**src/hdl/clnp_pkg.sv**
```systemverilog
// Shared types, constants and the half-shell offset table for the cell-list pair unit.
// No dependencies.
package clnp_pkg;

  localparam int MaxParticles = 1024;
  localparam int MaxCells     = 4096;
  localparam int PW           = $clog2(MaxParticles);   // particle index bits
  localparam int CW           = $clog2(MaxCells);       // cell index bits

  // list link: top bit set marks an empty link
  localparam logic [PW:0] LINK_NONE = {(PW+1){1'b1}};

  localparam logic [1:0] MODE_LOAD  = 2'd0;
  localparam logic [1:0] MODE_BIN   = 2'd1;
  localparam logic [1:0] MODE_FETCH = 2'd2;

  localparam logic [3:0] REG_PARTICLE_COUNT = 4'd0;
  localparam logic [3:0] REG_CELLS_X        = 4'd1;
  localparam logic [3:0] REG_CELLS_Y        = 4'd2;
  localparam logic [3:0] REG_CELLS_Z        = 4'd3;
  localparam logic [3:0] REG_INV_WIDTH_X    = 4'd4;
  localparam logic [3:0] REG_INV_WIDTH_Y    = 4'd5;
  localparam logic [3:0] REG_INV_WIDTH_Z    = 4'd6;
  localparam logic [3:0] REG_TWO_DIM        = 4'd7;

  localparam logic [1:0] OFF_ZERO  = 2'd0;
  localparam logic [1:0] OFF_PLUS  = 2'd1;
  localparam logic [1:0] OFF_MINUS = 2'd2;

  typedef struct packed {
    logic [1:0]  mode;
    logic [9:0]  particle_index;
    logic [31:0] pos_x;
    logic [31:0] pos_y;
    logic [31:0] pos_z;
  } in_word_t;

  typedef struct packed {
    logic [9:0] pair_first;
    logic [9:0] pair_second;
    logic       status;
  } out_word_t;

  typedef enum logic [4:0] {
    CMD_NOP,
    CMD_LOAD,
    CMD_BIN_INIT,
    CMD_CLR,
    CMD_POS_RD,
    CMD_MUL_X,
    CMD_MUL_Y,
    CMD_MUL_Z,
    CMD_CELL1,
    CMD_CELL2,
    CMD_HEAD_RD_BIN,
    CMD_BIN_WR,
    CMD_WALK_INIT,
    CMD_EMIT_EXH,
    CMD_FINISH,
    CMD_HEAD_RD_CELL,
    CMD_FIRST_FROM_HEAD,
    CMD_SEC_FROM_LINK,
    CMD_EMIT_PAIR,
    CMD_NB1,
    CMD_NB2,
    CMD_NB_RD,
    CMD_SEC_FROM_HEAD,
    CMD_LINK_RD_FIRST,
    CMD_FIRST_FROM_LINK
  } cmd_t;

  typedef struct packed {
    logic done;
    logic first_none;
    logic second_none;
    logic cell_end;
    logic nbr_end;
    logic head_none;
    logic link_none;
    logic clr_last;
    logic bin_end;
  } stat_t;

  // {dx, dy, dz} of half-shell neighbor k
  function automatic logic [5:0] nbr_off(input logic [3:0] k);
    logic [5:0] r;
    case (k)
      4'd0:    r = {OFF_PLUS,  OFF_ZERO, OFF_ZERO};
      4'd1:    r = {OFF_PLUS,  OFF_PLUS, OFF_ZERO};
      4'd2:    r = {OFF_ZERO,  OFF_PLUS, OFF_ZERO};
      4'd3:    r = {OFF_MINUS, OFF_PLUS, OFF_ZERO};
      4'd4:    r = {OFF_PLUS,  OFF_ZERO, OFF_MINUS};
      4'd5:    r = {OFF_PLUS,  OFF_PLUS, OFF_MINUS};
      4'd6:    r = {OFF_ZERO,  OFF_PLUS, OFF_MINUS};
      4'd7:    r = {OFF_MINUS, OFF_PLUS, OFF_MINUS};
      4'd8:    r = {OFF_PLUS,  OFF_ZERO, OFF_PLUS};
      4'd9:    r = {OFF_PLUS,  OFF_PLUS, OFF_PLUS};
      4'd10:   r = {OFF_ZERO,  OFF_PLUS, OFF_PLUS};
      4'd11:   r = {OFF_MINUS, OFF_PLUS, OFF_PLUS};
      4'd12:   r = {OFF_ZERO,  OFF_ZERO, OFF_PLUS};
      default: r = {OFF_ZERO,  OFF_ZERO, OFF_ZERO};
    endcase
    return r;
  endfunction

endpackage

```
**src/hdl/clnp_ctrl.sv**
```systemverilog
// Controller: sequences loading, binning and the pair walk; owns the result valid.
// Depends on clnp_pkg.
module clnp_ctrl (
  input  logic            clk,
  input  logic            rst_n,
  input  logic            in_valid,
  input  logic [1:0]      in_mode,
  output logic            in_stall,
  output logic            out_valid,
  input  logic            out_stall,
  input  clnp_pkg::stat_t stat,
  output clnp_pkg::cmd_t  cmd
);

  typedef enum logic [4:0] {
    ST_IDLE, ST_CLEAR, ST_BIN_NEXT, ST_BIN_MX, ST_BIN_MY, ST_BIN_MZ,
    ST_BIN_C1, ST_BIN_C2, ST_BIN_HRD, ST_BIN_WR,
    ST_WALK, ST_W_HEAD, ST_W_LSEC, ST_W_EMIT, ST_W_FIRST,
    ST_NB1, ST_NB2, ST_NB_RD, ST_NB_SEC
  } state_t;

  state_t state_r, state_nxt;
  logic   out_valid_r, out_valid_nxt;
  logic   accept;
  logic   emit;

  assign in_stall = (state_r != ST_IDLE) || (out_valid_r && out_stall);
  assign accept   = in_valid && !in_stall;
  assign out_valid = out_valid_r;

  always_comb begin
    state_nxt = state_r;
    cmd       = clnp_pkg::CMD_NOP;
    emit      = 1'b0;
    case (state_r)
      ST_IDLE: begin
        if (accept) begin
          case (in_mode)
            clnp_pkg::MODE_LOAD: cmd = clnp_pkg::CMD_LOAD;
            clnp_pkg::MODE_BIN: begin
              cmd = clnp_pkg::CMD_BIN_INIT;
              state_nxt = ST_CLEAR;
            end
            clnp_pkg::MODE_FETCH: state_nxt = ST_WALK;
            default: ;
          endcase
        end
      end
      ST_CLEAR: begin
        cmd = clnp_pkg::CMD_CLR;
        if (stat.clr_last) state_nxt = ST_BIN_NEXT;
      end
      ST_BIN_NEXT: begin
        if (stat.bin_end) begin
          cmd = clnp_pkg::CMD_WALK_INIT;
          state_nxt = ST_IDLE;
        end else begin
          cmd = clnp_pkg::CMD_POS_RD;
          state_nxt = ST_BIN_MX;
        end
      end
      ST_BIN_MX: begin
        cmd = clnp_pkg::CMD_MUL_X;
        state_nxt = ST_BIN_MY;
      end
      ST_BIN_MY: begin
        cmd = clnp_pkg::CMD_MUL_Y;
        state_nxt = ST_BIN_MZ;
      end
      ST_BIN_MZ: begin
        cmd = clnp_pkg::CMD_MUL_Z;
        state_nxt = ST_BIN_C1;
      end
      ST_BIN_C1: begin
        cmd = clnp_pkg::CMD_CELL1;
        state_nxt = ST_BIN_C2;
      end
      ST_BIN_C2: begin
        cmd = clnp_pkg::CMD_CELL2;
        state_nxt = ST_BIN_HRD;
      end
      ST_BIN_HRD: begin
        cmd = clnp_pkg::CMD_HEAD_RD_BIN;
        state_nxt = ST_BIN_WR;
      end
      ST_BIN_WR: begin
        cmd = clnp_pkg::CMD_BIN_WR;
        state_nxt = ST_BIN_NEXT;
      end
      ST_WALK: begin
        if (stat.done) begin
          cmd = clnp_pkg::CMD_EMIT_EXH;
          emit = 1'b1;
          state_nxt = ST_IDLE;
        end else if (stat.first_none) begin
          if (stat.cell_end) begin
            cmd = clnp_pkg::CMD_FINISH;
            emit = 1'b1;
            state_nxt = ST_IDLE;
          end else begin
            cmd = clnp_pkg::CMD_HEAD_RD_CELL;
            state_nxt = ST_W_HEAD;
          end
        end else if (!stat.second_none) begin
          cmd = clnp_pkg::CMD_EMIT_PAIR;
          state_nxt = ST_W_EMIT;
        end else if (!stat.nbr_end) begin
          state_nxt = ST_NB1;
        end else begin
          cmd = clnp_pkg::CMD_LINK_RD_FIRST;
          state_nxt = ST_W_FIRST;
        end
      end
      ST_W_HEAD: begin
        cmd = clnp_pkg::CMD_FIRST_FROM_HEAD;
        state_nxt = stat.head_none ? ST_WALK : ST_W_LSEC;
      end
      ST_W_FIRST: begin
        cmd = clnp_pkg::CMD_FIRST_FROM_LINK;
        state_nxt = stat.link_none ? ST_WALK : ST_W_LSEC;
      end
      ST_W_LSEC: begin
        cmd = clnp_pkg::CMD_SEC_FROM_LINK;
        state_nxt = ST_WALK;
      end
      ST_W_EMIT: begin
        // pair is in the output register; pick up the partner's successor
        cmd = clnp_pkg::CMD_SEC_FROM_LINK;
        emit = 1'b1;
        state_nxt = ST_IDLE;
      end
      ST_NB1: begin
        cmd = clnp_pkg::CMD_NB1;
        state_nxt = ST_NB2;
      end
      ST_NB2: begin
        cmd = clnp_pkg::CMD_NB2;
        state_nxt = ST_NB_RD;
      end
      ST_NB_RD: begin
        cmd = clnp_pkg::CMD_NB_RD;
        state_nxt = ST_NB_SEC;
      end
      ST_NB_SEC: begin
        cmd = clnp_pkg::CMD_SEC_FROM_HEAD;
        state_nxt = ST_WALK;
      end
      default: state_nxt = ST_IDLE;
    endcase
    out_valid_nxt = emit || (out_valid_r && out_stall);
  end

  always_ff @(posedge clk) begin
    if (!rst_n) begin
      state_r     <= ST_IDLE;
      out_valid_r <= 1'b0;
    end else begin
      state_r     <= state_nxt;
      out_valid_r <= out_valid_nxt;
    end
  end

endmodule

```
**config.mk**
```make
export PLATFORM = sky130hd
export DESIGN_NAME = clnp_ctrl
export DESIGN_NICKNAME = d
export VERILOG_FILES = /design/src/hdl/clnp_pkg.sv /design/src/hdl/clnp_ctrl.sv
export SDC_FILE = /design/constraint.sdc
export NUM_CORES = 1
export LEC_CHECK = 0
export BUFFER_PORTS_ARGS = -buffer_cell sky130_fd_sc_hd__buf_2
export CAP_MARGIN = 20
export CORE_ASPECT_RATIO = 0.7
export CORE_UTILIZATION = 45
export CTS_CLUSTER_DIAMETER = 60
export DETAILED_ROUTE_END_ITERATION = 16
export HOLD_SLACK_MARGIN = 0.05
export PLACE_DENSITY = 0.69
export SLEW_MARGIN = 10
export SYNTH_ARGS = -nofsm -noshare
export SYNTH_HDL_FRONTEND = slang
export SYNTH_SLANG_ARGS = --single-unit
```
**constraint.sdc**
```tcl
create_clock -name clk -period 2.1 [get_ports clk]
set_input_delay 0.42 -clock clk [delete_from_list [all_inputs] [get_ports clk]]
set_output_delay 0.42 -clock clk [all_outputs]
set_load 0.01 [all_outputs]
```
# [Word-level counts from Yosys, hierarchy flattened]
# Index checks and enable logic that the tools add are counted.
[word_totals] in_bits=15 register_bits=6
[op_classes] eq_ne=23 mux=25 reduce_logical=11
[op_table] cell="one-hot mux 5 bit (18 select lines)" count=1
[op_table] cell="one-hot mux 5 bit (17 select lines)" count=1
[op_table] cell="equality test 5 x 4 -> 1 bit, second input constant" count=8
[op_table] cell="two-way mux 5 bit" count=8
[op_table] cell="equality test 5 x 3 -> 1 bit, second input constant" count=4
[op_table] cell="equality test 5 bit, second input constant" count=3
[op_table] cell="equality test 5 x 2 -> 1 bit, second input constant" count=2
[op_table] cell="one-hot mux 5 bit (2 select lines)" count=1
[op_table] cell="two-way mux 4 bit" count=2
[op_table] cell="two-way mux 2 bit" count=3
[op_table] cell="two-way mux 3 bit" count=2
[op_table] cell="equality test 5 x 1 -> 1 bit, second input constant" count=1
[op_table] cell="logical NOT 5 bit" count=1
[op_table] cell="two-way mux 1 bit" count=5
[op_table] cell="nonzero test 5 bit" count=1
[op_table] cell="!= test 2 bit, second input constant" count=2
[op_table] cell="one-hot mux 2 bit (2 select lines)" count=1
[op_table] cell="OR reduction 2 bit" count=2
[op_table] cell="!= test 3 x 1 -> 1 bit, second input constant" count=1
[op_table] cell="AND reduction 3 bit" count=1
[op_table] cell="equality test 2 x 1 -> 1 bit, second input constant" count=1
[op_table] cell="equality test 2 bit, second input constant" count=1
[op_table] cell="logical AND 1 bit" count=2
[op_table] cell="logical NOT 2 bit" count=1
[op_table] cell="other kinds (3)" count=4

# [Longest topological paths before layout]
# Gate-level depths: netlist of run 1.
[logic_depth] word_depth=6 depth_mapped=7 depth_no_buf=6

# [Least setup slack after synthesis of run 1]
# No wires, ideal clock.
[synth_path] kind="flip-flop to output port" from="register state_r[4]" to="output cmd[4]" path_buffers=1 required_time_ns=1.680 path_stages_with_launch=5 arrival_time_ns=1.318 slack_ns=0.362 cell_sequence="dfxtp_1 buf_4 nor2b_1 nand2_1 o41ai_1"
[synth_via] elab_chain_cells=3 elab_cells_between_ends=21 cone_classes="18 x eq/ne; 1 x mux; 2 x reduce/logical"
[synth_lines] item="from (decl)" line="clnp_ctrl.sv:22" rtl="state_t state_r, state_nxt;"
[synth_lines] item="from (signal assigned)" line="clnp_ctrl.sv:158" rtl="state_r <= state_nxt;"
[synth_lines] item="equality test 5 x 4 -> 1 bit" line="clnp_ctrl.sv:35" rtl="case (state_r)"
[synth_lines] item="OR reduction 2 bit (no source line)"
[synth_lines] item="one-hot mux 5 bit (18 select lines) (*)" line="clnp_ctrl.sv:35"
[synth_lines] item="to (decl)" line="clnp_ctrl.sv:12" rtl="output clnp_pkg::cmd_t cmd"
# Mark *: on every way between the ends. The rest lies on a longest branch, timed or not.

# [Worst setup path in the final report of run 1]
[layout_path] from="register state_r[2]" to="output cmd[0]"
[layout_via] elab_chain_cells=6 elab_cells_between_ends=26 cone_classes="18 x eq/ne; 2 x mux; 6 x reduce/logical"
[layout_lines] item="nonzero test 5 bit" line="clnp_ctrl.sv:27" rtl="assign in_stall = (state_r != ST_IDLE) || (out_valid_r && out_stall);"
[layout_lines] item="logical OR 1 bit" line="clnp_ctrl.sv:27"
[layout_lines] item="logical NOT 1 bit" line="clnp_ctrl.sv:28" rtl="assign accept = in_valid && !in_stall;"
[layout_lines] item="logical AND 1 bit" line="clnp_ctrl.sv:28"
[layout_lines] item="two-way mux 2 bit" line="clnp_ctrl.sv:37" rtl="if (accept) begin"
[layout_lines] item="one-hot mux 5 bit (18 select lines) (*)" line="clnp_ctrl.sv:35"
# Marks and branches as above.

==> flow_summary.toml, run 1 <==
[synthesis]
synth.most_common_cell = "a21oi_1"
syn-cell-area_um2 = 934.6
synth_area_leaders = "dfxtp_1, buf_6, nor2b_1, a21oi_1, nand2b_1"
ys_seq_area_frac = 0.1285
syn_inst = 124
synthesis.nets = 142
synth_edf_count = 0
ys_types = 51
ys_dominant_reg_cell = "dfxtp_1"
yosysWarnings = 0
ys_seq_elements = 6
netlist_top_cells_count = "a21oi_1, nand2_1, nor2b_1, nand2b_1, nor2_1"
synthArstFlopShare = 0
yosys.area.top_type = "dfxtp_1"
synth_top_area_share = 0.1285
syn_area_per_cell_um2 = 7.537

[die]
core-area_mm2 = 0.001903
die_h_um = 40.13
floorplan.die.width_um = 56.47
die_area_mm2 = 0.002266
rows = 13
ios = 22
initial_core_util = 0.4911

[cts]
cts_tree = "done"
clkTransAtPathRegs_ns = 0.05
hold_buffers = 0
cts_sinks = 6
numCtsBuffers = 3
cts_buffer_depth = 2
clkLatencyLatePin_ns = 0.25
clock-root-buffer = "clkbuf_4"
ctsHtreeMaxLevel = 1

[min_path]
hold-path-cell-count = 2
hp-class = "primary input to register"
min_from = "rst_n"
holdPathEnd = "state_r[1]$_SDFFE_PN0P_"

[place]
hpwl_um = 1984
pre_cts_slack_ns = 0.2274
place_congestion = 0.9318
io_buffers = 21

[timing]
fin_skew_ns = 0.005571
maxSlewHeadroom = 0.6901
fin_ws_ns = 0.1162
rsz0062_at_grt = "false"
worst_slew_pin_slew_ns = 0.4531
fin_crit_sh = 0.9447
setup_violations = 0
min_period_ns = 1.984
finalSetupTns_ns = 0
hold_viol_final = 0
fmax_mhz = 504.1
slew_viol_final = 0
hold_slack_ns = 0.4579

[worst_setup_path]
critPathBufInv = 1
cp.required_ns = 1.68
cp-start-kind = "register"
critical_path_class = "register to output pin"
regToRegStartpoint = "state_r[2]$_SDFFE_PN0P_"
r2r_slack_ns = 0.47
crit_slowest_cell = "dfxtp_2"
worstRegToRegCells = 5
cp_max_fo = 10
critical-path-max-stage-delay_ns = 0.38
path_cells = "or2_4 -> nor4_4 -> nand4_1 -> o211ai_1 -> buf_2"
arrival_ns = 1.56
crit_family = "simple AND/OR/NAND/NOR gates"
r2r_end = "state_r[0]$_SDFFE_PN0P_"
end_kind = "output pin"

[power]
leakage_nw = 0.4871
clkPwrFrac = 0.093
internal_power_w = 0.0006150
irDropWorstVdd_mv = 0.7863
switching_share = 0.4657
pwr-share-comb = 0.706
power.density_mw_per_mm2 = 1045
power_frac_seq = 0.201
net-switching-power_w = 0.0005361

[grt]
busiest_layer = "met2"
use_met2 = 0.4147
antenna_found_initial = 0
met3_usage = 0.03871
track_usage = 0.2431
grtUsageMet1 = 0.3403
grt_pass1_wl_um = 4153
grt_max_degree = 15
grt_pass1_vias = 889
overflow = 0

[route]
wirelength_um = 2549
num_vias = 1066
drc_errors = 0
drtIter0Drc = 57
ant_nets = 0
vias_per_cell = 6.271
post_drt_wl_per_cell_um = 14.99
drt_pass1_iterations = 4

[finish]
area_growth_pct = 17.81
drive_gt1_frac = 0.3378
fin_nets = 168
n_fill_cell = 181
antenna_cells = 0

[run]
cap_viol_max_count = 0

[status]
outcome = "finished clean"
[final cells by class]
cell class              count  area [µm²]  share of cell area
clock buffers               3       22.52             0.02045
inverters                   5       18.77             0.01705
multi-input cells         102       715.7              0.6500
flip-flops and latches      6       128.9              0.1170
well taps                  22       27.53             0.02500
repair buffers             32       187.7              0.1705
[metrics by stage]
stage	power, W	utilization	cell area, µm²	instances
floorplan	0.0007665	-	934.6	124
global placement	0.0009528	0.5503	1047	165
detailed placement	0.0009671	0.5503	1047	165
CTS	0.001088	0.5648	1075	168
global route	0.001244	0.5786	1101	170
finish	0.001151	0.5786	1101	170
[power groups by stage]
stage          sequential [W]  clock (W)  combinational [W]
6_report             0.000231   0.000107           0.000813
5_1_grt              0.000237   0.000117           0.000890
4_1_cts              0.000224   0.000109           0.000754
3_5_place_dp         0.000222          0           0.000745
3_3_place_gp         0.000220          0           0.000733
2_1_floorplan        0.000170          0           0.000596
[kinds of logic (layout without fill, tap and decap cells)]
kind of cell	count (synthesis)	after routing	share of synthesized area
adders and majority gates	3	3	0.04016
buffers and inverters	16	40	0.1138
DFF	6	6	0.1285
AOI/OAI and AO/OA	45	45	0.3655
and+or+nand+nor	53	53	0.3414
muxes	1	1	0.01071
[registers in the layout, indices dropped and copies added, names as in the netlist]
register / cells
out_valid: 1
state_r: 5
[metal layers]
| layer | vias to the layer above | wire length, µm | part of all wire |
|---|---|---|---|
| met3 | 0 | 238 | 0.093 |
| met4 | 0 | 0 | 0 |
| met2 | 57 | 1117 | 0.44 |
| li1 | 523 | - | - |
| met1 | 486 | 1193 | 0.47 |
| met5 | - | 0 | 0 |
[cell usage in the layout, fill, tap and decap left out, types with 2 or more instances in the layout]
cell      Yosys  final
buf_4         1     11
nor2b_1       8      7
buf_2         4     21
nor3_1        2      2
inv_1         4      4
o41ai_1       2      2
ha_1          3      3
and3_1        3      3
and2_1        2      2
o211ai_1      2      2
clkbuf_4      0      3
o22ai_1       3      3
nor4_1        2      2
nor3b_1       2      2
o21ai_1       3      3
o311a_1       2      2
nand2_1       8      7
o21ai_0       4      4
dfxtp_2       0      4
o32a_1        2      2
nand3_1       4      4
nand4_1       3      3
nand2b_1      7      7
a21oi_1       9      9
nor2_1        7      7
[timing repair]
| item | 4_1_cts | 5_1_grt |
|---|---|---|
| pin swaps | 0 | 2 |
| setup endpoints to repair | 2 | 5 |
| gates resized for setup | 3 | 6 |
| buffers inserted | 0 | 2 |
| cloned | 0 | 0 |
[worst max-delay path by stage]
stage / end / startpoint / slack (ns) / cells after the start
after floorplan: cmd[4] / state_r[4]$_SDFFE_PN0P_ / 0.36 / 4
after CTS: cmd[0] / state_r[4]$_SDFFE_PN0P_ / 0.02 / 5
final: cmd[0] / state_r[2]$_SDFFE_PN0P_ / 0.12 / 5
after global routing: cmd[0] / state_r[1]$_SDFFE_PN0P_ / 0.003 / 5
after detailed placement: cmd[0] / state_r[0]$_SDFFE_PN0P_ / 0.23 / 5
after global placement: cmd[0] / state_r[0]$_SDFFE_PN0P_ / 0.29 / 5
(Power assumes the default switching activity.)
==> run 2: changes to the inputs <==
Clock period 2.1 ns to 2 ns, I/O delays scaled along.
==> run 2 against run 1 <==
  * Utilization rose by 2.8 points
  * Hold slack lost 0.018 ns
  * Total power grew 8.1%
  * Global-route usage up 0.81 points
  * Non-clock buffer count increased by 2
  * Register-to-register slack lost 0.08 ns
  * Via count is 1.9% higher
  * Routed wire length increased by 6.9%
  * Clock skew is 0.0016 ns lower
  * Clock power barely moved
  * Worst setup slack worse by 0.040 ns
==> flow_summary.toml, run 2 (synthesized netlist as in run 1, its figures left out) <==
[status]
outcome = "finished clean"

[cts]
cts_buffer_depth = 2
ctsHtreeMaxLevel = 1
numCtsBuffers = 3
cts_sinks = 6
clkLatencyLatePin_ns = 0.24
cts_tree = "done"
clkTransAtPathRegs_ns = 0.04
clock-root-buffer = "clkbuf_4"

[timing]
fin_crit_sh = 0.9621
slew_viol_final = 0
min_period_ns = 1.924
fin_skew_ns = 0.003931
maxSlewHeadroom = 0.7351
finalSetupTns_ns = 0
hold_slack_ns = 0.4395
fmax_mhz = 519.7
setup_violations = 0
worst_slew_pin_slew_ns = 0.3874
hold_viol_final = 0

[finish]
mostFrequentLayoutCells = "buf_2, buf_4, a21oi_1"
layout_commonest_cell = "buf_2"
drive_gt1_frac = 0.3600
fin_nets = 170
largest_register_ffs = 5
fin_cells = 172
area_growth_pct = 23.43
antenna_cells = 0
design_area_mm2 = 0.001154
regMostFlops = "state_r"
n_fill_cell = 183

[worst_setup_path]
cp_max_fo = 18
cp-start-kind = "register"
critical_path_class = "register to output pin"
end_kind = "output pin"
cp.required_ns = 1.60
arrival_ns = 1.52

[grt]
grt_pass1_vias = 956
grt_pass1_wl_um = 4298
track_usage = 0.2513
grt_max_degree = 19
antenna_found_initial = 0
overflow = 0

[route]
drc_errors = 0
wirelength_um = 2725
drt_pass1_iterations = 4
vias_per_cell = 6.314
drtIter0Drc = 66
num_vias = 1086
ant_nets = 0
post_drt_wl_per_cell_um = 15.84

[power]
totalPowerFinal_w = 0.001244
leakage_nw = 0.5085
irDropWorstVdd_mv = 0.7611
power.density_mw_per_mm2 = 1079

[die]
ios = 22
initial_core_util = 0.4911
die_area_mm2 = 0.002266
rows = 13
die_h_um = 40.13
core-area_mm2 = 0.001903
floorplan.die.width_um = 56.47

[place]
io_buffers = 21
hpwl_um = 2071
place_congestion = 0.9009
place_inst = 165
placed_cell_area_mm2 = 0.001047

[run]
cap_viol_max_count = 0

[min_path]
hp-class = "primary input to register"
[run 2: per-stage QoR]
stage | util | setup WS, ns
floorplan | - | 0.2817
global placement | 0.5503 | 0.1866
detailed placement | 0.5503 | 0.09013
CTS | 0.5766 | 0.01409
global route | 0.6062 | -0.001923
finish | 0.6062 | 0.07572
[run 2: timing repair]
action                                  in CTS  in global routing
pin swaps                                    1                  0
hold buffers                                 0                  0
buffers inserted                             1                  3
resized for setup                            8                  7
endpoints found under the setup margin       6                  5
[run 2: worst max-delay path, cell delays in order (launching register included)]
cell and delay [ns]:
dfxtp_4 0.41, buf_4 0.19, nor4_4 0.28, nand4_1 0.14, o211ai_1 0.11, buf_2 0.15
[run 2: per-layer routing]
layer | vias up | share of wire | wire (µm) | GRT usage
li1 | 529 | - | - | -
met1 | 494 | 0.47 | 1275 | 0.3308
met2 | 57 | 0.44 | 1200 | 0.4441
met3 | 6 | 0.082 | 223 | 0.03871
met4 | 0 | 0.0095 | 26 | 0.06098
met5 | - | 0 | 0 | 0
[run 2: final cells by class]
| type | instances | area [µm²] | area share |
|---|---|---|---|
| Tap cell | 22 | 27.53 | 0.02386 |
| Multi-Input combinational cell | 102 | 747.0 | 0.6475 |
| Sequential cell | 6 | 131.4 | 0.1139 |
| Timing Repair Buffer | 34 | 206.4 | 0.1790 |
| Inverter | 5 | 18.77 | 0.01627 |
| Clock buffer | 3 | 22.52 | 0.01952 |
[run 2: power by group]
group	switching, W	total (W)	internal, W
sequential	0.000102	0.000258	0.000156
combinational	0.000434	0.000878	0.000444
clock	0.0000408	0.000109	0.0000677
total	0.000577	0.00124	0.000667
[run 2: worst paths after layout]
kind / startpoint / to / slack, ns / cells after the start
max: state_r[0]$_SDFFE_PN0P_ / cmd[0] / 0.08 / 5
min reg2reg: state_r[4]$_SDFFE_PN0P_ / state_r[2]$_SDFFE_PN0P_ / 0.73 / 2
min: rst_n / state_r[2]$_SDFFE_PN0P_ / 0.44 / 3
max reg2reg: state_r[2]$_SDFFE_PN0P_ / state_r[1]$_SDFFE_PN0P_ / 0.39 / 5
==> run 3: changes to the inputs <==
--- a/constraint.sdc
+++ b/constraint.sdc
@@ -3,2 +3,2 @@
 set_output_delay 0.4 -clock clk [all_outputs]
-set_load 0.01 [all_outputs]
+set_load 0.02 [all_outputs]
==> run 3 against run 2 <==
  * Total power up 16%
  * Sequential power down 16%
  * Combinational power up 26%
  * Via count up 4.5%
  * Worst setup slack worse by 0.074 ns
  * Clock power up 4%
  * Hold slack worse by 0.0019 ns
  * Final cell count up 5.2%
  * Utilization up 5.1 points
==> flow_summary.toml, run 3 (synthesized netlist as in run 1, its figures left out) <==
[status]
outcome = "finished clean"

[route]
drtIter0Drc = 75
drc_errors = 0
wirelength_um = 2895
num_vias = 1135
ant_nets = 0
vias_per_cell = 6.271
post_drt_wl_per_cell_um = 15.99
drt_pass1_iterations = 4

[timing]
slew_viol_final = 0
hold_slack_ns = 0.4375
rsz0062_at_grt = "true"
hold_viol_final = 0
maxSlewHeadroom = 0.6494
worst_slew_pin_slew_ns = 0.5127
fin_crit_sh = 0.9990
setup_violations = 0
min_period_ns = 1.998
finalSetupTns_ns = 0
fmax_mhz = 500.5
fin_skew_ns = 0.002757

[finish]
largest_register_ffs = 5
mostFrequentLayoutCells = "buf_4, buf_2, a21oi_1"
antenna_cells = 0
regMostFlops = "state_r"
area_growth_pct = 33.87
register_area_um2 = 133.9
final_util = 0.6575
fin_nets = 179
layout_commonest_cell = "buf_4"
drive_gt1_frac = 0.4214
multi_input_area_um2 = 755.7
n_fill_cell = 142

[worst_setup_path]
r2r_slack_ns = 0.37
crit_path_start = "state_r[2]$_SDFFE_PN0P_"
critical_path_class = "register to output pin"
arrival_ns = 1.60
crit_end = "cmd[2]"
regToRegStartpoint = "state_r[2]$_SDFFE_PN0P_"
worstRegToRegCells = 6
end_kind = "output pin"
r2r_end = "state_r[1]$_SDFFE_PN0P_"
cp-start-kind = "register"
cp_max_fo = 6
cp.required_ns = 1.60

[place]
hpwl_um = 2042
io_buffers = 21
place_congestion = 0.8719

[cts]
clock-root-buffer = "clkbuf_4"
ctsHtreeMaxLevel = 1
numCtsBuffers = 3
cts_sinks = 6
clkLatencyLatePin_ns = 0.25
clkTransAtPathRegs_ns = 0.04
cts_tree = "done"
hold_buffers = 0
cts_buffer_depth = 2

[grt]
overflow = 0
antenna_found_initial = 0
grt_pass1_wl_um = 4222
grt_pass1_vias = 867
track_usage = 0.2464
grt_max_degree = 19

[die]
core-area_mm2 = 0.001903
floorplan.die.width_um = 56.47
rows = 13
ios = 22
die_h_um = 40.13
initial_core_util = 0.4911
die_area_mm2 = 0.002266

[power]
power.density_mw_per_mm2 = 1152
leakage_nw = 0.5669
irDropWorstVdd_mv = 0.6894
totalPowerFinal_w = 0.001441

[run]
cap_viol_max_count = 0

[min_path]
hp-class = "primary input to register"
[run 3: per-stage QoR]
stage	setup slack, ns	cell area (µm²)	std cells
final	0.002042	1251	181
after CTS	-0.03895	1154	175
after detailed placement	0.04938	1070	167
after floorplan	0.2118	942.2	124
after global placement	0.1082	1070	167
after global routing	-0.06274	1251	181
[run 3: cell type report]
cell class | count | area share
tap | 22 | 0.02200
multi-input combinational | 102 | 0.6040
timing repair buffer | 43 | 0.2340
clock buffer | 3 | 0.01800
sequential | 6 | 0.1070
inverter | 5 | 0.01500
[run 3: power breakdown]
part,switching (W),total (W),internal (W)
combinational,0.000569,0.00111,0.000542
sequential,0.0000627,0.000218,0.000155
clock,0.0000454,0.000113,0.0000680
[run 3: how the worst min path moves through the flow]
| stage | start | endpoint | depth (start not counted) |
|---|---|---|---|
| 2_1_floorplan | rst_n | out_valid$_SDFF_PN0_ | 1 |
| 3_3_place_gp | rst_n | state_r[2]$_SDFFE_PN0P_ | 3 |
| 3_5_place_dp | state_r[1]$_SDFFE_PN0P_ | state_r[2]$_SDFFE_PN0P_ | 3 |
| 4_1_cts | rst_n | state_r[2]$_SDFFE_PN0P_ | 3 |
| 5_1_grt | rst_n | state_r[2]$_SDFFE_PN0P_ | 3 |
| 6_report | rst_n | state_r[2]$_SDFFE_PN0P_ | 3 |
[run 3: what timing repair did]
action / CTS / global route
resized for setup: 10 / 14
pin swaps: 6 / 5
buffers inserted: 5 / 6
endpoints found under the hold margin: 0 / 0
endpoints found under the setup margin: 6 / 5
[run 3: worst max-delay path, cell delays in order, from the launching register on]
cell,delay [ns]
dfxtp_4,0.35
buf_6,0.13
nor3b_4,0.26
buf_4,0.16
a21bo_4,0.22
o22ai_2,0.10
buf_6,0.14
[run 3: layer usage]
metal	share of wire	GRT usage	vias up
li1	-	-	544
met1	0.45	0.3459	526
met2	0.46	0.4176	63
met3	0.074	0.03871	2
met4	0.0073	0.02439	0
met5	0	0	-
